<file path="src/jst_pkg.sv">
// Package for the JSON stream tokenizer.
// Holds parse mode, event and error codes, character constants and literal tables.
// No dependencies.
package jst_pkg;

  localparam int DEF_MAX_DEPTH     = 64;
  localparam int DEF_POSITION_BITS = 24;

  // parse modes
  localparam logic [3:0] M_ROOT      = 4'd0;
  localparam logic [3:0] M_ARR_VALUE = 4'd1;
  localparam logic [3:0] M_ARR_AFTER = 4'd2;
  localparam logic [3:0] M_OBJ_KEY   = 4'd3;
  localparam logic [3:0] M_OBJ_COLON = 4'd4;
  localparam logic [3:0] M_OBJ_VALUE = 4'd5;
  localparam logic [3:0] M_OBJ_AFTER = 4'd6;
  localparam logic [3:0] M_KEY       = 4'd7;
  localparam logic [3:0] M_STR       = 4'd8;
  localparam logic [3:0] M_NUM       = 4'd9;
  localparam logic [3:0] M_LIT_T     = 4'd10;
  localparam logic [3:0] M_LIT_F     = 4'd11;
  localparam logic [3:0] M_LIT_N     = 4'd12;
  localparam logic [3:0] M_DONE      = 4'd13;
  localparam logic [3:0] M_ERROR     = 4'd14;

  // event codes
  localparam logic [3:0] EV_OPEN_OBJ  = 4'd0;
  localparam logic [3:0] EV_OPEN_ARR  = 4'd1;
  localparam logic [3:0] EV_CLOSE_OBJ = 4'd2;
  localparam logic [3:0] EV_CLOSE_ARR = 4'd3;
  localparam logic [3:0] EV_KEY_BYTE  = 4'd4;
  localparam logic [3:0] EV_KEY_END   = 4'd5;
  localparam logic [3:0] EV_STR_BYTE  = 4'd6;
  localparam logic [3:0] EV_STR_END   = 4'd7;
  localparam logic [3:0] EV_NUM_BYTE  = 4'd8;
  localparam logic [3:0] EV_NUM_END   = 4'd9;
  localparam logic [3:0] EV_TRUE      = 4'd10;
  localparam logic [3:0] EV_ERROR     = 4'd13;
  localparam logic [3:0] EV_DONE      = 4'd14;

  // error codes
  localparam logic [3:0] ER_EXP_STRING = 4'd0;
  localparam logic [3:0] ER_UNTERM_STR = 4'd1;
  localparam logic [3:0] ER_UNTERM_ARR = 4'd2;
  localparam logic [3:0] ER_UNTERM_OBJ = 4'd3;
  localparam logic [3:0] ER_EXP_COLON  = 4'd4;
  localparam logic [3:0] ER_UNEXP_END  = 4'd5;
  localparam logic [3:0] ER_BAD_TRUE   = 4'd6;
  localparam logic [3:0] ER_INVALID    = 4'd9;
  localparam logic [3:0] ER_TOO_DEEP   = 4'd10;

  // characters
  localparam logic [7:0] CH_SPACE  = 8'h20;
  localparam logic [7:0] CH_TAB    = 8'h09;
  localparam logic [7:0] CH_CR     = 8'h0D;
  localparam logic [7:0] CH_LF     = 8'h0A;
  localparam logic [7:0] CH_QUOTE  = 8'h22;
  localparam logic [7:0] CH_BSLASH = 8'h5C;
  localparam logic [7:0] CH_MINUS  = 8'h2D;
  localparam logic [7:0] CH_POINT  = 8'h2E;
  localparam logic [7:0] CH_COMMA  = 8'h2C;
  localparam logic [7:0] CH_COLON  = 8'h3A;
  localparam logic [7:0] CH_LBRACE = 8'h7B;
  localparam logic [7:0] CH_RBRACE = 8'h7D;
  localparam logic [7:0] CH_LBRACK = 8'h5B;
  localparam logic [7:0] CH_RBRACK = 8'h5D;
  localparam logic [7:0] CH_ZERO   = 8'h30;
  localparam logic [7:0] CH_NINE   = 8'h39;
  localparam logic [7:0] CH_T      = 8'h74;
  localparam logic [7:0] CH_F      = 8'h66;
  localparam logic [7:0] CH_N      = 8'h6E;

  // literal length: true, false, null
  function automatic logic [2:0] lit_len(input logic [1:0] k);
    case (k)
      2'd1:    lit_len = 3'd5;
      default: lit_len = 3'd4;
    endcase
  endfunction

  // literal character at a position
  function automatic logic [7:0] lit_char(input logic [1:0] k, input logic [2:0] idx);
    logic [39:0] txt;
    case (k)
      2'd0:    txt = {"true", 8'h00};
      2'd1:    txt = "false";
      default: txt = {"null", 8'h00};
    endcase
    case (idx)
      3'd0:    lit_char = txt[39:32];
      3'd1:    lit_char = txt[31:24];
      3'd2:    lit_char = txt[23:16];
      3'd3:    lit_char = txt[15:8];
      3'd4:    lit_char = txt[7:0];
      default: lit_char = 8'h00;
    endcase
  endfunction

endpackage

</file>
<file path="src/jst_stack.sv">
// Container nesting stack for the JSON tokenizer: one-bit entries in a
// synchronous memory, top cached in a register, entry below prefetched.
// Depends on jst_pkg.
module jst_stack #(
  parameter int MAX_DEPTH = jst_pkg::DEF_MAX_DEPTH,
  parameter int DW        = $clog2(MAX_DEPTH + 1)
) (
  input  logic          clk,
  input  logic          rst_n,
  input  logic          push,
  input  logic          push_bit,
  input  logic          pop,
  input  logic          clear,
  output logic [DW-1:0] depth,
  output logic          tos,
  output logic          below
);
  import jst_pkg::*;

  localparam int AW = (MAX_DEPTH > 1) ? $clog2(MAX_DEPTH) : 1;

  logic          mem [MAX_DEPTH];
  logic [DW-1:0] depth_r, depth_nxt;
  logic          tos_r, tos_nxt;
  logic          below_r;
  logic [DW-1:0] rd_full;
  logic [AW-1:0] wr_addr, rd_addr;

  // next depth and top
  always_comb begin
    depth_nxt = depth_r;
    tos_nxt   = tos_r;
    if (clear) begin
      depth_nxt = '0;
    end else if (push) begin
      depth_nxt = depth_r + DW'(1);
      tos_nxt   = push_bit;
    end else if (pop) begin
      depth_nxt = depth_r - DW'(1);
      tos_nxt   = below_r;
    end
  end

  assign rd_full = depth_nxt - DW'(2);
  assign rd_addr = rd_full[AW-1:0];
  assign wr_addr = depth_r[AW-1:0];

  // push writes the new top; read prefetches the entry under the next top
  always_ff @(posedge clk) begin
    if (push) begin
      mem[wr_addr] <= push_bit;
    end
    below_r <= mem[rd_addr];
  end

  always_ff @(posedge clk) begin
    if (!rst_n) begin
      depth_r <= '0;
      tos_r   <= 1'b0;
    end else begin
      depth_r <= depth_nxt;
      tos_r   <= tos_nxt;
    end
  end

  assign depth = depth_r;
  assign tos   = tos_r;
  assign below = below_r;

endmodule

</file>
<file path="src/jst_outq.sv">
// Result queue for the JSON tokenizer: takes up to two items a cycle,
// hands one item a cycle to the output channel while it does not stall.
// Depends on jst_pkg.
module jst_outq #(
  parameter int W = 8
) (
  input  logic         clk,
  input  logic         rst_n,
  input  logic [1:0]   wr_cnt,
  input  logic [W-1:0] wr_data0,
  input  logic [W-1:0] wr_data1,
  output logic         full,
  output logic         rd_valid,
  input  logic         rd_stall,
  output logic [W-1:0] rd_data
);
  import jst_pkg::*;

  logic [W-1:0] slot_r [4];
  logic [1:0]   head_r, tail_r;
  logic [2:0]   count_r;
  logic         rd_take;
  logic [1:0]   tail_p1;

  assign rd_valid = (count_r != 3'd0);
  assign rd_take  = rd_valid && !rd_stall;
  assign rd_data  = slot_r[head_r];
  assign full     = (count_r > 3'd2);
  assign tail_p1  = tail_r + 2'd1;

  // store incoming items
  always_ff @(posedge clk) begin
    if (wr_cnt != 2'd0) begin
      slot_r[tail_r] <= wr_data0;
    end
    if (wr_cnt == 2'd2) begin
      slot_r[tail_p1] <= wr_data1;
    end
  end

  // advance pointers
  always_ff @(posedge clk) begin
    if (!rst_n) begin
      head_r  <= '0;
      tail_r  <= '0;
      count_r <= '0;
    end else begin
      tail_r  <= tail_r + wr_cnt;
      head_r  <= head_r + {1'b0, rd_take};
      count_r <= count_r + {1'b0, wr_cnt} - {2'b00, rd_take};
    end
  end

endmodule

</file>
<file path="src/json_stream_tokenizer.sv">
// JSON stream tokenizer top level: parse mode logic, counters, stack and result queue.
// Depends on jst_pkg, jst_stack and jst_outq.
//
//  channel | direction | ports
//  in      | input     | in_valid, in_stall, in_data_byte, in_end_of_input
//  out     | output    | out_valid, out_stall, out_event_res .. out_last_of_run
//
// One byte item is taken per cycle while the input does not stall; it yields
// zero, one or two result items. The stack memory is read in the cycle before
// the entry is needed, so a pop every cycle keeps full rate. A four-entry result
// queue holds results; input stalls while more than two wait. Reset is
// synchronous; the end item resets the parse state in the cycle it is taken.
module json_stream_tokenizer #(
  parameter int MAX_DEPTH     = jst_pkg::DEF_MAX_DEPTH,
  parameter int POSITION_BITS = jst_pkg::DEF_POSITION_BITS,
  parameter int NW            = $clog2(MAX_DEPTH + 1)
) (
  input  logic                     clk,
  input  logic                     rst_n,
  input  logic                     in_valid,
  output logic                     in_stall,
  input  logic [7:0]               in_data_byte,
  input  logic                     in_end_of_input,
  output logic                     out_valid,
  input  logic                     out_stall,
  output logic [3:0]               out_event_res,
  output logic [7:0]               out_payload,
  output logic [3:0]               out_error_code,
  output logic [POSITION_BITS-1:0] out_line_number,
  output logic [POSITION_BITS-1:0] out_column_number,
  output logic [NW-1:0]            out_nesting_level,
  output logic                     out_last_of_run
);
  import jst_pkg::*;

  localparam int P  = POSITION_BITS;
  localparam int RW = 4 + 8 + 4 + P + P + NW + 1;
  localparam logic [NW-1:0] DEPTH_MAX = NW'(MAX_DEPTH);

  logic [3:0]    mode_r, mode_nxt;
  logic [2:0]    idx_r, idx_nxt;
  logic          esc_r, esc_nxt;
  logic          dec_r, dec_nxt;
  logic [P-1:0]  line_r, line_nxt;
  logic [P-1:0]  col_r, col_nxt;
  logic [P-1:0]  litcol_r, litcol_nxt;

  logic          accept, q_full;
  logic [NW-1:0] depth;
  logic          tos, below;
  logic          push, push_bit, pop, clear;

  logic          numend, handled, emit;
  logic [3:0]    eff, ev, err;
  logic [7:0]    pl;
  logic [P-1:0]  ecol;
  logic [NW-1:0] enest;
  logic [1:0]    k;
  logic [1:0]    wr_cnt;
  logic [RW-1:0] r0, r1, rq;
  logic          isws, isdig;

  function automatic logic [P-1:0] sat_inc(input logic [P-1:0] v);
    sat_inc = (v == {P{1'b1}}) ? v : v + P'(1);
  endfunction

  function automatic logic [3:0] after_val(input logic [NW-1:0] d, input logic obj);
    if (d == '0)     after_val = M_DONE;
    else if (obj)    after_val = M_OBJ_AFTER;
    else             after_val = M_ARR_AFTER;
  endfunction

  assign accept = in_valid && !in_stall;
  assign in_stall = q_full;
  assign isws  = (in_data_byte == CH_SPACE) || (in_data_byte == CH_TAB) ||
                 (in_data_byte == CH_CR) || (in_data_byte == CH_LF);
  assign isdig = (in_data_byte >= CH_ZERO) && (in_data_byte <= CH_NINE);
  assign k     = 2'(eff - M_LIT_T);

  // parse one item
  always_comb begin
    mode_nxt   = mode_r;
    idx_nxt    = idx_r;
    esc_nxt    = esc_r;
    dec_nxt    = dec_r;
    line_nxt   = line_r;
    col_nxt    = col_r;
    litcol_nxt = litcol_r;
    push       = 1'b0;
    push_bit   = 1'b0;
    pop        = 1'b0;
    clear      = 1'b0;
    numend     = 1'b0;
    handled    = 1'b0;
    emit       = 1'b0;
    ev         = EV_ERROR;
    pl         = 8'h00;
    err        = 4'd0;
    ecol       = col_r;
    enest      = depth;
    eff        = mode_r;

    // finish or extend a pending number
    if (mode_r == M_NUM) begin
      if (!in_end_of_input && (isdig || (in_data_byte == CH_POINT && !dec_r))) begin
        handled = 1'b1;
        emit    = 1'b1;
        ev      = EV_NUM_BYTE;
        pl      = in_data_byte;
        col_nxt = sat_inc(col_r);
        if (in_data_byte == CH_POINT) dec_nxt = 1'b1;
      end else begin
        numend = 1'b1;
        eff    = after_val(depth, tos);
      end
    end
    mode_nxt = eff;

    if (in_end_of_input) begin
      // judge the end, then reset
      emit = 1'b1;
      case (eff)
        M_ROOT, M_OBJ_VALUE:    err = ER_UNEXP_END;
        M_ARR_VALUE, M_ARR_AFTER: err = ER_UNTERM_ARR;
        M_OBJ_KEY, M_OBJ_AFTER: err = ER_UNTERM_OBJ;
        M_OBJ_COLON:            err = ER_EXP_COLON;
        M_KEY, M_STR:           err = ER_UNTERM_STR;
        M_LIT_T, M_LIT_F, M_LIT_N: begin
          err  = ER_BAD_TRUE + {2'b00, k};
          ecol = litcol_r;
        end
        M_DONE:  ev = EV_DONE;
        default: emit = 1'b0;
      endcase
      clear      = 1'b1;
      mode_nxt   = M_ROOT;
      idx_nxt    = '0;
      esc_nxt    = 1'b0;
      dec_nxt    = 1'b0;
      line_nxt   = P'(1);
      col_nxt    = '0;
      litcol_nxt = '0;
    end else if (!handled) begin
      case (eff)
        M_ROOT, M_OBJ_VALUE, M_ARR_VALUE, M_ARR_AFTER,
        M_OBJ_KEY, M_OBJ_AFTER, M_OBJ_COLON: begin
          if (isws) begin
            // skip whitespace; LF starts a new line
            if (in_data_byte == CH_LF) begin
              line_nxt = sat_inc(line_r);
              col_nxt  = '0;
            end else begin
              col_nxt = sat_inc(col_r);
            end
          end else if ((in_data_byte == CH_RBRACK &&
                        (eff == M_ARR_VALUE || eff == M_ARR_AFTER)) ||
                       (in_data_byte == CH_RBRACE &&
                        (eff == M_OBJ_KEY || eff == M_OBJ_AFTER))) begin
            // close container
            emit     = 1'b1;
            ev       = (in_data_byte == CH_RBRACE) ? EV_CLOSE_OBJ : EV_CLOSE_ARR;
            pop      = (depth != '0);
            enest    = (depth != '0) ? depth - NW'(1) : depth;
            col_nxt  = sat_inc(col_r);
            mode_nxt = after_val(enest, below);
          end else if (in_data_byte == CH_COMMA && eff == M_ARR_AFTER) begin
            col_nxt  = sat_inc(col_r);
            mode_nxt = M_ARR_VALUE;
          end else if (in_data_byte == CH_COMMA && eff == M_OBJ_AFTER) begin
            col_nxt  = sat_inc(col_r);
            mode_nxt = M_OBJ_KEY;
          end else if (eff == M_OBJ_COLON) begin
            if (in_data_byte == CH_COLON) begin
              col_nxt  = sat_inc(col_r);
              mode_nxt = M_OBJ_VALUE;
            end else begin
              emit     = 1'b1;
              err      = ER_EXP_COLON;
              mode_nxt = M_ERROR;
            end
          end else if (eff == M_OBJ_KEY || eff == M_OBJ_AFTER) begin
            if (in_data_byte == CH_QUOTE) begin
              col_nxt  = sat_inc(col_r);
              esc_nxt  = 1'b0;
              mode_nxt = M_KEY;
            end else begin
              emit     = 1'b1;
              err      = ER_EXP_STRING;
              mode_nxt = M_ERROR;
            end
          end else if (in_data_byte == CH_QUOTE) begin
            // start a value
            esc_nxt  = 1'b0;
            mode_nxt = M_STR;
            col_nxt  = sat_inc(col_r);
          end else if (in_data_byte == CH_LBRACE || in_data_byte == CH_LBRACK) begin
            emit = 1'b1;
            if (depth >= DEPTH_MAX) begin
              err      = ER_TOO_DEEP;
              mode_nxt = M_ERROR;
            end else begin
              push     = 1'b1;
              push_bit = (in_data_byte == CH_LBRACE);
              enest    = depth + NW'(1);
              ev       = push_bit ? EV_OPEN_OBJ : EV_OPEN_ARR;
              mode_nxt = push_bit ? M_OBJ_KEY : M_ARR_VALUE;
              col_nxt  = sat_inc(col_r);
            end
          end else if (in_data_byte == CH_T || in_data_byte == CH_F ||
                       in_data_byte == CH_N) begin
            litcol_nxt = col_r;
            idx_nxt    = 3'd1;
            mode_nxt   = (in_data_byte == CH_T) ? M_LIT_T :
                         (in_data_byte == CH_F) ? M_LIT_F : M_LIT_N;
            col_nxt    = sat_inc(col_r);
          end else if (in_data_byte == CH_MINUS || isdig) begin
            emit     = 1'b1;
            ev       = EV_NUM_BYTE;
            pl       = in_data_byte;
            dec_nxt  = 1'b0;
            mode_nxt = M_NUM;
            col_nxt  = sat_inc(col_r);
          end else begin
            emit     = 1'b1;
            err      = ER_INVALID;
            mode_nxt = M_ERROR;
          end
        end
        M_KEY, M_STR: begin
          emit    = 1'b1;
          col_nxt = sat_inc(col_r);
          if (!esc_r && in_data_byte == CH_QUOTE) begin
            ev       = (eff == M_KEY) ? EV_KEY_END : EV_STR_END;
            mode_nxt = (eff == M_KEY) ? M_OBJ_COLON : after_val(depth, tos);
          end else begin
            ev      = (eff == M_KEY) ? EV_KEY_BYTE : EV_STR_BYTE;
            pl      = in_data_byte;
            esc_nxt = esc_r ? 1'b0 : (in_data_byte == CH_BSLASH);
          end
        end
        M_LIT_T, M_LIT_F, M_LIT_N: begin
          if (idx_r < lit_len(k) && in_data_byte == lit_char(k, idx_r)) begin
            col_nxt = sat_inc(col_r);
            idx_nxt = idx_r + 3'd1;
            if (idx_r + 3'd1 >= lit_len(k)) begin
              // the literal event carries the column after its last byte
              emit     = 1'b1;
              ev       = EV_TRUE + {2'b00, k};
              ecol     = col_nxt;
              idx_nxt  = '0;
              mode_nxt = after_val(depth, tos);
            end
          end else begin
            emit     = 1'b1;
            err      = ER_BAD_TRUE + {2'b00, k};
            ecol     = litcol_r;
            mode_nxt = M_ERROR;
          end
        end
        default: begin
          // done or error: drop the byte
        end
      endcase
    end
  end

  // pack results; number end goes first
  always_comb begin
    logic [RW-1:0] rn, rm;
    rn = {EV_NUM_END, 8'h00, 4'd0, line_r, col_r, depth, 1'b0};
    rm = {ev, pl, (ev == EV_ERROR) ? err : 4'd0, line_r, ecol, enest, 1'b0};
    wr_cnt = 2'd0;
    r0     = rm;
    r1     = rm;
    if (accept) begin
      if (numend && emit) begin
        wr_cnt = 2'd2;
        r0     = rn;
        r1     = rm | RW'(1);
      end else if (numend) begin
        wr_cnt = 2'd1;
        r0     = rn | RW'(1);
      end else if (emit) begin
        wr_cnt = 2'd1;
        r0     = rm | RW'(1);
      end
    end
  end

  // hold parse state
  always_ff @(posedge clk) begin
    if (!rst_n) begin
      mode_r   <= M_ROOT;
      idx_r    <= '0;
      esc_r    <= 1'b0;
      dec_r    <= 1'b0;
      line_r   <= P'(1);
      col_r    <= '0;
      litcol_r <= '0;
    end else if (accept) begin
      mode_r   <= mode_nxt;
      idx_r    <= idx_nxt;
      esc_r    <= esc_nxt;
      dec_r    <= dec_nxt;
      line_r   <= line_nxt;
      col_r    <= col_nxt;
      litcol_r <= litcol_nxt;
    end
  end

  jst_stack #(
    .MAX_DEPTH (MAX_DEPTH),
    .DW        (NW)
  ) u_stack (
    .clk      (clk),
    .rst_n    (rst_n),
    .push     (accept && push),
    .push_bit (push_bit),
    .pop      (accept && pop),
    .clear    (accept && clear),
    .depth    (depth),
    .tos      (tos),
    .below    (below)
  );

  jst_outq #(
    .W (RW)
  ) u_outq (
    .clk      (clk),
    .rst_n    (rst_n),
    .wr_cnt   (wr_cnt),
    .wr_data0 (r0),
    .wr_data1 (r1),
    .full     (q_full),
    .rd_valid (out_valid),
    .rd_stall (out_stall),
    .rd_data  (rq)
  );

  assign {out_event_res, out_payload, out_error_code, out_line_number,
          out_column_number, out_nesting_level, out_last_of_run} = rq;

endmodule
</file>
<file path="config.mk">
export PLATFORM = sky130hd
export DESIGN_NAME = json_stream_tokenizer
export DESIGN_NICKNAME = d
export VERILOG_FILES = /design/src/jst_pkg.sv /design/src/jst_stack.sv /design/src/jst_outq.sv /design/src/json_stream_tokenizer.sv
export SDC_FILE = /design/constraint.sdc
export NUM_CORES = 1
export LEC_CHECK = 0
export BUFFER_PORTS_ARGS = -buffer_cell sky130_fd_sc_hd__buf_4
export CAP_MARGIN = 20
export CORE_ASPECT_RATIO = 0.9
export CORE_MARGIN = 1
export CORE_UTILIZATION = 45
export CTS_BUF_LIST = sky130_fd_sc_hd__clkbuf_4
export DETAILED_ROUTE_END_ITERATION = 8
export SLEW_MARGIN = 20
export SYNTH_ARGS = -nofsm -noshare
export SYNTH_HDL_FRONTEND = slang
export SYNTH_SLANG_ARGS = --single-unit
</file>
<file path="constraint.sdc">
create_clock -name clk -period 8.9 [get_ports clk]
set_input_delay 0 -clock clk [delete_from_list [all_inputs] [get_ports clk]]
set_output_delay 0 -clock clk [all_outputs]
set_load 0.05 [all_outputs]
</file>
==> metrics.md, run 1 <==
| Metric | Value |
|---|---|
| Wirelength, routed | 73500 um |
| Cell count after synthesis | 2231 |
| Worst stage delay on the critical path | 740 ps |
| Synth area leader | edfxtp_1 |
| Top-count cell post-synth | edfxtp_1 |
| Unrepaired setup endpoints after global routing | false |
| CP Capture Type | flop |
| Worst rel slew slack | 0.292 |
| Post-DP HPWL | 48000 um |
| Syn-to-layout area delta | 12.6% |
| Final Wtd Congestion | 0.970 |
| Fin. max-slew vios | 0 |
| Post-cts gate resize count | 0 |
| Final setup fails | 0 |
| TritonCTS Buffers | 114 |
| Total grt overflow | 0 |
| TritonCTS Sinks | 449 |
| Syn avg cell area | 10.6 um^2 |
| Final Hold Slack | 86.1 ps |
| Share of cells above drive strength 1 | 0.191 |
| Post-route antenna net violation count | 0 |
| WL/cell | 23.5 um |
| Clock Path Buffers | 3 |
| Die ar. | 0.0537 mm^2 |
| Tmin final | 6470 ps |
| Status | complete, no violations |
| Setup Slack @ Placement | 2610 ps |
| Std-Cell Rows | 79 |
| Crit path from | u_stack.depth[0]$_SDFF_PN0_ |
| Seq/Total Area, Yosys | 0.527 |
| #FFs+latches synth | 449 |
| Area of the multi-input gates | 0.0106 mm^2 |
| Fin nets | 2364 |
| Tcrit/Tclk final | 0.727 |
| Starting DRT DRC Count | 1977 |
| Post-route setup slack | 2430 ps |
| I/O pin count | 87 |
| Largest cells by area after synthesis | edfxtp_1 44%, dfxtp_1 8.2%, mux4_2 7.3% |
| Port Buffers | 86 |
| Hold buffers post-CTS | 17 |
| Max_cap viols | 0 |
| Placed instance area | 0.0251 mm^2 |
| CORE AREA | 0.0519 mm^2 |
| Hold Startpoint | in_data_byte[0] |
| Design area | 0.0268 mm^2 |
| Hold violation count in the final report | 0 |
| Insertion delay to the later sink of the worst-skew pair | 950 ps |
| Post-synth EDFFs | 352 |
| Post-synth ARST share | 0 |
| Final Skew | 59.4 ps |
| WS Path Type | reg2reg |
| Initial antenna violation count | 2 |
| VDD IR-drop max | 0.262 mV |
| Tot GR Track Use | 0.276 |
| Primary FF master, synth | edfxtp_1 |
| CP required | 9550 ps |
| Post-route DRC violation count | 0 |
| Synth top cells by count | 352 x edfxtp_1, 257 x nor2_1, 253 x nand2_1 |
| Largest net degree at the start of global routing | 65 |
| HP Class | in2reg |
| Clk slew on worst S/H paths | 70 ps |
| Critical Path Source Type | flop |
| TritonCTS clock tree | yes |
| Arr. time, crit path | 7130 ps |
| Origin of the critical flop-to-flop path | u_stack.depth[0]$_SDFF_PN0_ |
| Via count | 19200 |
| Post-CTS setup buffer count | 0 |
| Number of detailed-route iterations in the first pass | 6 |
| Slowest cell on the critical path | nor2b_1 |
| Mapped Area | 0.0238 mm^2 |
| First-pass GRT wire length | 112000 um |
| Yosys cell types | 99 |
| Chip height | 220 um |
| Final setup TNS | 0 ps |
| Syn_nets | 2264 |
| Vias in the first global route | 18700 |
| FMAX | 154 MHz |
| Vias per inst | 6.14 |
| Cell-by-cell trace of the critical path | inv_2, ha_1, nor3b_1, a21oi_1, nand3_1, o31ai_1, xnor2_1, o211ai_2, nor2_1, nand2_1, nand2_1, a31oi_1, ha_1, nor2b_1, a31oi_4, nor2_1, o21ai_0, a22o_1 |
| Initial cell density of the core | 0.458 |
| Filler cells | 4738 |
| Worst-Margin Slew | 1050 ps |
| CTS root buffer | clkbuf_4 |
| Leakage | 8.97 nW |
| Die width | 244 um |
| Yosys Warn Count | 0 |
| H-tree Lvls | 3 |
| Seq. cell area | 0.0125 mm^2 |
| Post-synth top area share | 0.445 |
| P per Cell Area | 231 mW/mm^2 |
| CP Max Fanout | 16 |
-- registers in the layout, summed over array words and instances, names as in the netlist --
register / flops
u_stack.below: 1
esc_r: 1
u_outq.count_r: 3
u_outq.head_r: 2
litcol_r: 24
mode_r: 4
u_stack.depth: 7
col_r: 24
u_stack.mem: 64
idx_r: 3
line_r: 24
u_stack.tos: 1
u_outq.tail_r: 2
dec_r: 1
u_outq.slot_r: 288
-- through the flow --
| stage | power [W] | instances | util |
|---|---|---|---|
| final | 0.00619 | 3121 | 0.516 |
| after global routing | 0.00645 | 3121 | 0.516 |
| after floorplan | 0.00386 | 2231 | - |
| after CTS | 0.00626 | 3117 | 0.515 |
| after detailed placement | 0.00442 | 2886 | 0.483 |
| after global placement | 0.00441 | 2886 | 0.483 |
-- report_power, final --
group / internal [W] / switching (W) / leakage [nW]
Combinational: 0.000599 / 0.00122 / 4.05
Sequential: 0.00244 / 0.000105 / 4.01
Clock: 0.000929 / 0.000895 / 0.908
-- layout by cell type, fill, tap and decap left out, drive strengths merged, types with 32 or more instances in the layout --
cell and count:
edfxtp 352, nor2 258, dfxtp 97, and2 59, mux4 77, o21ai 183
inv 35, nor3 55, clkbuf 173, a21oi 100, nand2 253, clkinv 36
buf 132, a21boi 32, nand3 79
-- final cells by class --
cell class / instances / area share
inverters: 32 / 0.00449
multi-input cells: 1585 / 0.395
repair buffers: 149 / 0.0434
well taps: 688 / 0.0322
clock buffers: 173 / 0.0485
flip-flops and latches: 449 / 0.468
clock inverters: 41 / 0.00860
diodes: 4 / 0.000374
-- routing by layer --
layer	share of wire	GRT usage	wire length, um	vias to the layer above
met4	0.021	0.0827	1540	0
li1	-	-	-	8697
met1	0.44	0.387	32300	9408
met5	0	0	0	-
met3	0.085	0.0598	6280	143
met2	0.45	0.429	33300	904
-- path summary, 6_finish.rpt --
kind | end | slack (ps) | cells past startpoint
worst max register to register | u_outq.slot_r[0][29]$_DFFE_PP_ | 2430 | 18
worst max-delay path | u_outq.slot_r[0][29]$_DFFE_PP_ | 2430 | 18
worst min register to register | litcol_r[22]$_SDFFE_PN0P_ | 450 | 2
worst min-delay path | u_outq.slot_r[2][60]$_DFFE_PP_ | 90 | 3
-- critical path: cells and delay by family (launching register included) --
family | cells | cell delay (ps)
adder cells (fa/ha/maj) | 2 | 680
AO/OA/AOI/OAI | 7 | 1860
AND/OR/NAND/NOR | 7 | 2540
flip-flops | 1 | 730
XOR/XNOR | 1 | 190
buffers and inverters | 1 | 180
-- cells by family after synthesis --
| logic type | Yosys count | share of synthesized area |
|---|---|---|
| mux | 113 | 0.0892 |
| xor+xnor | 44 | 0.0162 |
| simple gates | 872 | 0.176 |
| buf+inv | 197 | 0.0332 |
| compound gates | 536 | 0.148 |
| fa+ha+maj | 20 | 0.0108 |
| flops | 449 | 0.527 |
Note: power is estimated with default switching activity, not from simulation.
==> inputs of run 2 (changes only) <==
==> constraint.sdc (replaced) <==
create_clock -name clk -period 5.3 [get_ports clk]
set_input_delay 0 -clock clk [delete_from_list [all_inputs] [get_ports clk]]
set_output_delay 0 -clock clk [all_outputs]
set_load 0.05 [all_outputs]
==> metrics.md, run 2 (same netlist as run 1, synthesis figures left out) <==
| Metric | Value |
|---|---|
| Total grt overflow | 0 |
| Fin. max-slew vios | 0 |
| Tmin final | 5030 ps |
| Final setup TNS | 0 ps |
| Insertion delay to the later sink of the worst-skew pair | 950 ps |
| CORE AREA | 0.0519 mm^2 |
| Die ar. | 0.0537 mm^2 |
| Post-route DRC violation count | 0 |
| Hold violation count in the final report | 0 |
| Placed instance area | 0.0255 mm^2 |
| HP Class | in2reg |
| Number of detailed-route iterations in the first pass | 6 |
| Max FFs per register | 288 |
| Worst r2r path cells | 19 |
| First-pass GRT wire length | 113000 um |
| Inst Count DP | 2924 |
| Chip height | 220 um |
| FMAX | 199 MHz |
| Wirelength, routed | 74200 um |
| Clock Path Buffers | 3 |
| Arr. time, crit path | 5690 ps |
| VDD IR-drop max | 0.340 mV |
| WL/cell | 23.5 um |
| Starting DRT DRC Count | 2014 |
| TritonCTS Sinks | 449 |
| Leakage | 9.20 nW |
| Die width | 244 um |
| TritonCTS Buffers | 115 |
| Total chip power | 0.0105 W |
| Final Skew | 83.0 ps |
| Critical Path Source Type | flop |
| Max_cap viols | 0 |
| Post-cts gate resize count | 0 |
| Vias in the first global route | 18700 |
| WS Path Type | reg2reg |
| Regs by FF count | u_outq.slot_r: 288 flops, u_stack.mem: 64 flops |
| Tot GR Track Use | 0.277 |
| Hold Startpoint | in_data_byte[1] |
| CTS root buffer | clkbuf_4 |
| Share of cells above drive strength 1 | 0.209 |
| Worst Hold Depth | 3 |
| Core Util, Final | 0.524 |
| Most frequent cells in the layout | 352 x edfxtp_1, 255 x nor2_1, 252 x nand2_1, 181 x clkbuf_4, 164 x buf_4 |
| Fin nets | 2403 |
| Initial cell density of the core | 0.458 |
| Vias per inst | 6.12 |
| CP required | 5960 ps |
| TritonCTS clock tree | yes |
| Design area | 0.0272 mm^2 |
| Tcrit/Tclk final | 0.949 |
| Flop2flop setup slack | 270 ps |
| Unrepaired setup endpoints after global routing | false |
| H-tree Lvls | 3 |
| Std-Cell Rows | 79 |
| Final Wtd Congestion | 0.939 |
| Post-route antenna net violation count | 0 |
| Initial antenna violation count | 2 |
| Most flops, register | u_outq.slot_r |
| Worst rel slew slack | 0.216 |
| Port Buffers | 86 |
| Post-route insts no fill | 3161 |
| Syn-to-layout area delta | 14.5% |
| Most common cell after layout, fill and taps aside | edfxtp_1 |
| I/O pin count | 87 |
| Via count | 19300 |
| CP Max Fanout | 12 |
| Status | complete, no violations |
| Post-DP HPWL | 49800 um |
| R2r endpoint | u_outq.slot_r[3][11]$_DFFE_PP_ |
| Hold Path End | u_outq.slot_r[1][61]$_DFFE_PP_ |
| Origin of the critical flop-to-flop path | u_stack.depth[1]$_SDFF_PN0_ |
| Largest net degree at the start of global routing | 73 |
| CP Capture Type | flop |
| Clk slew on worst S/H paths | 60 ps |
| Worst-Margin Slew | 1170 ps |
| Final setup fails | 0 |
| P per Cell Area | 385 mW/mm^2 |
[run 2: cell types whose count changed in the layout (fill, tap and decap cells not counted), moves of 3 or more]
cell / delta
buf_4: +32
clkbuf_4: +8
buf_12: +6
clkinv_2: -5
clkinv_1: -4
diode_2: +3
[run 2: layer usage]
| layer | wire [um] | vias up | global-route usage |
|---|---|---|---|
| met5 | 0 | - | 0 |
| met4 | 1800 | 0 | 0.0877 |
| met3 | 6180 | 141 | 0.0709 |
| met2 | 33400 | 906 | 0.424 |
| met1 | 32800 | 9509 | 0.386 |
| li1 | - | 8783 | - |
[run 2: cell type report]
| class | instances | area (um^2) |
|---|---|---|
| clock buffers | 181 | 1360 |
| repair buffers | 187 | 1520 |
| clock inverters | 32 | 195 |
| flip-flops and latches | 449 | 12500 |
| diodes | 7 | 17.5 |
| fillers | 4656 | 24700 |
| multi-input cells | 1585 | 10600 |
| inverters | 32 | 120 |
| well taps | 688 | 861 |
[run 2: worst max path at each step]
stage / from / end / slack [ps] / cells past startpoint
3_3_place_gp: u_stack.depth[1]$_SDFF_PN0_ / u_outq.slot_r[3][16]$_DFFE_PP_ / 470 / 19
4_1_cts: u_stack.depth[1]$_SDFF_PN0_ / u_outq.slot_r[3][11]$_DFFE_PP_ / 370 / 19
6_report: u_stack.depth[1]$_SDFF_PN0_ / u_outq.slot_r[3][11]$_DFFE_PP_ / 270 / 19
3_5_place_dp: u_stack.depth[1]$_SDFF_PN0_ / u_outq.slot_r[3][11]$_DFFE_PP_ / 390 / 19
5_1_grt: u_stack.depth[1]$_SDFF_PN0_ / u_outq.slot_r[1][17]$_DFFE_PP_ / 50 / 19
2_1_floorplan: u_stack.depth[1]$_SDFF_PN0_ / u_outq.slot_r[1][0]$_DFFE_PP_ / -230 / 19
[run 2: timing repair]
item                                   4_1_cts  5_1_grt
setup buffers                                0        0
hold buffers                                17        0
endpoints found under the hold margin      115        0
[run 2: where the power goes]
group	switching, W	internal [W]	leakage [nW]
Combinational	0.00208	0.00104	4.27
Clock	0.00146	0.00165	0.927
Sequential	0.000156	0.00410	4.00
[run 2: critical path, stage by stage (launching register included)]
cell and delay, ps:
dfxtp_2 370, inv_2 200, ha_4 170, or3b_2 490, o21ai_2 280, o311ai_0 160, a21oi_1 190, o22ai_1 160
xor2_2 390, nor2_2 100, nand2_1 70, nand2_1 50, a31oi_1 150, ha_1 420, nor2b_1 190, buf_4 200
nand2_1 70, nand2_1 100, nand2b_1 480, a221o_1 530
[run 2: per-stage QoR]
step | hold slack (ps) | worst slack [ps]
after floorplan | 378 | -231
after global placement | 376 | 471
after detailed placement | 385 | 389
after CTS | 2.43 | 366
after global routing | 53.1 | 54.0
final | 85.1 | 272
==> inputs of run 3 (changes only) <==
--- a/config.mk
+++ b/config.mk
@@ -11,8 +11,10 @@
 export CORE_MARGIN = 1
 export CORE_UTILIZATION = 45
 export CTS_BUF_LIST = sky130_fd_sc_hd__clkbuf_4
+export CTS_CLUSTER_DIAMETER = 30
 export DETAILED_ROUTE_END_ITERATION = 8
 export SLEW_MARGIN = 20
 export SYNTH_ARGS = -nofsm -noshare
 export SYNTH_HDL_FRONTEND = slang
+export SYNTH_HIERARCHICAL = 1
 export SYNTH_SLANG_ARGS = --single-unit
==> metrics.md, run 3 <==
| Metric | Value |
|---|---|
| Tcrit/Tclk final | 0.954 |
| Port Buffers | 86 |
| Max FFs per register | 288 |
| Primary FF master, synth | edfxtp_1 |
| Post-synth ARST share | 0 |
| Post-synth EDFFs | 352 |
| Starting DRT DRC Count | 2093 |
| Vias in the first global route | 19900 |
| CORE AREA | 0.0574 mm^2 |
| First-pass GRT wire length | 120000 um |
| Status | complete, no violations |
| Unrepaired setup endpoints after global routing | false |
| Critical Path Source Type | flop |
| Setup Slack @ Placement | 338 ps |
| WL/cell | 23.4 um |
| Worst-Margin Slew | 1120 ps |
| Clock Path Buffers | 3 |
| Crit path max-delay family | simple AND/OR/NAND/NOR gates |
| WP depth | 18 |
| Total grt overflow | 0 |
| Post-cts gate resize count | 0 |
| Most frequent cells in the layout | 352 x edfxtp_1, 289 x mux2_2, 207 x clkbuf_4, 178 x buf_4, 174 x nor2_1 |
| Cell count after synthesis | 2269 |
| Fin nets | 2502 |
| Vias per inst | 6.02 |
| H-tree Lvls | 4 |
| Largest net degree at the start of global routing | 66 |
| Initial cell density of the core | 0.458 |
| Yosys Warn Count | 6 |
| Post-route antenna net violation count | 0 |
| Seq/Total Area, Yosys | 0.476 |
| Post-CTS setup buffer count | 0 |
| Fin. max-slew vios | 0 |
| Initial antenna violation count | 2 |
| CP Max Fanout | 8 |
| Worst Hold Depth | 3 |
| Post-route setup slack | 246 ps |
| CP Capture Type | flop |
| Cell-by-cell trace of the critical path | inv_4, ha_4, nor4b_4, a211o_1, o32ai_4, o311ai_4, nor2_1, nand2_1, nor2_1, nand3b_1, and3_1, o21ai_0, ha_1, or4b_2, nand3_4, mux4_1, mux2i_1, mux2i_1 |
| Max_cap viols | 0 |
| Top-count cell post-synth | edfxtp_1 |
| Share of cells above drive strength 1 | 0.340 |
| Synth top cells by count | 352 x edfxtp_1, 289 x mux2_2, 179 x nor2_1 |
| #FFs+latches synth | 449 |
| Leakage | 11.3 nW |
| Worst rel slew slack | 0.242 |
| Insertion delay to the later sink of the worst-skew pair | 1000 ps |
| Tmin final | 5050 ps |
| Largest cells by area after synthesis | edfxtp_1 40%, mux2_2 12%, dfxtp_1 7.4% |
| Hold violation count in the final report | 0 |
| Final Wtd Congestion | 0.978 |
| HP Class | in2reg |
| Tot GR Track Use | 0.265 |
| Regs by FF count | u_outq/slot_r: 288 flops, u_stack/mem: 64 flops |
| Yosys cell types | 101 |
| Synth area leader | edfxtp_1 |
| TritonCTS clock tree | yes |
| Syn_nets | 2302 |
| I/O pin count | 87 |
| Final setup fails | 0 |
| Final Hold Slack | 124 ps |
| Chip height | 231 um |
| Placed instance area | 0.0284 mm^2 |
| Slowest cell on the critical path | or4b_2 |
| Post-route DRC violation count | 0 |
| CP required | 6150 ps |
| Number of detailed-route iterations in the first pass | 6 |
| Syn avg cell area | 11.6 um^2 |
| Post-synth top area share | 0.402 |
| Final Skew | 59.7 ps |
| Post-DP HPWL | 52600 um |
| Clk slew on worst S/H paths | 60 ps |
| WP buf/inv | 1 |
| Most flops, register | u_outq/slot_r |
| VDD IR-drop max | 0.210 mV |
| Design area | 0.0305 mm^2 |
| Syn-to-layout area delta | 16.0% |
| Most common cell after layout, fill and taps aside | edfxtp_1 |
| Total chip power | 0.0112 W |
| WS Path Type | reg2reg |
| Mapped Area | 0.0263 mm^2 |
| Std-Cell Rows | 83 |
| Worst stage delay on the critical path | 720 ps |
| FMAX | 198 MHz |
| Final setup TNS | 0 ps |
| Via count | 20200 |
| Arr. time, crit path | 5910 ps |
| TritonCTS Sinks | 449 |
| Worst r2r path cells | 18 |
| CTS root buffer | clkbuf_4 |
| TritonCTS Buffers | 134 |
| Die ar. | 0.0594 mm^2 |
| Die width | 257 um |
| Wirelength, routed | 78300 um |
| P per Cell Area | 367 mW/mm^2 |
==> run 3: changes by cell type in the layout (fill, tap and decap cells not counted), moves of 20 or more <==
cell      previous run  this run
mux2_2              20       289
nand3_1             78        55
nand2_1            252       145
o21ai_0            153        84
clkbuf_4           181       207
mux2i_1             16        64
and2_1              55        31
buf_12               6        26
nor2_1             255       174
nand4_1             23        51
==> run 3: power by group <==
| part | internal, W | switching [W] | total (W) |
|---|---|---|---|
| sequential | 0.00415 | 0.000173 | 0.00433 |
| clock | 0.00188 | 0.00156 | 0.00344 |
| combinational | 0.00120 | 0.00224 | 0.00344 |
| total | 0.00723 | 0.00398 | 0.0112 |
==> run 3: per-stage QoR <==
stage,instances,utilization
3_5_place_dp,3069,0.495
6_report,3348,0.531
3_3_place_gp,3069,0.495
5_1_grt,3348,0.531
4_1_cts,3341,0.531
2_1_floorplan,2269,-
==> run 3: routing by layer <==
metal | up-vias | part of all wire | GRT usage
li1 | 9269 | - | -
met1 | 10000 | 0.46 | 0.371
met2 | 764 | 0.46 | 0.415
met3 | 90 | 0.070 | 0.0581
met4 | 0 | 0.014 | 0.0740
met5 | - | 0 | 0
==> run 3: what timing repair did <==
action                                  4_1_cts  5_1_grt
hold buffers                                 28        0
hold endpoints to repair                    175        0
endpoints found under the setup margin        0        0
==> run 3: cell families after synthesis <==
family          synth area share
flops                      0.476
xor+xnor                  0.0160
mux                        0.214
fa+ha+maj                0.00980
buf+inv                   0.0407
simple gates               0.135
compound gates             0.109
==> run 3: worst paths after layout <==
check / startpoint / end / slack [ps]
max: u_stack/depth[0]$_SDFF_PN0_ / u_stack/below$_DFF_P_ / 250
min: rst_n / u_outq/head_r[1]$_SDFF_PN0_ / 120
min reg2reg: litcol_r[12]$_SDFFE_PN0P_ / litcol_r[12]$_SDFFE_PN0P_ / 460
max reg2reg: u_stack/depth[0]$_SDFF_PN0_ / u_stack/below$_DFF_P_ / 250
==> run 3: final cells by class <==
class | count | area (um^2)
inverters | 42 | 163
clock buffers | 207 | 1550
multi-input cells | 1610 | 12900
diodes | 6 | 15.0
repair buffers | 232 | 2140
well taps | 765 | 957
clock inverters | 37 | 225
flip-flops and latches | 449 | 12500
fillers | 5013 | 26900
==> run 3: worst min-delay path, cell delays in order <==
cell and delay (ps):
dlygate4sd3_1 530, buf_4 310, a21boi_0 210
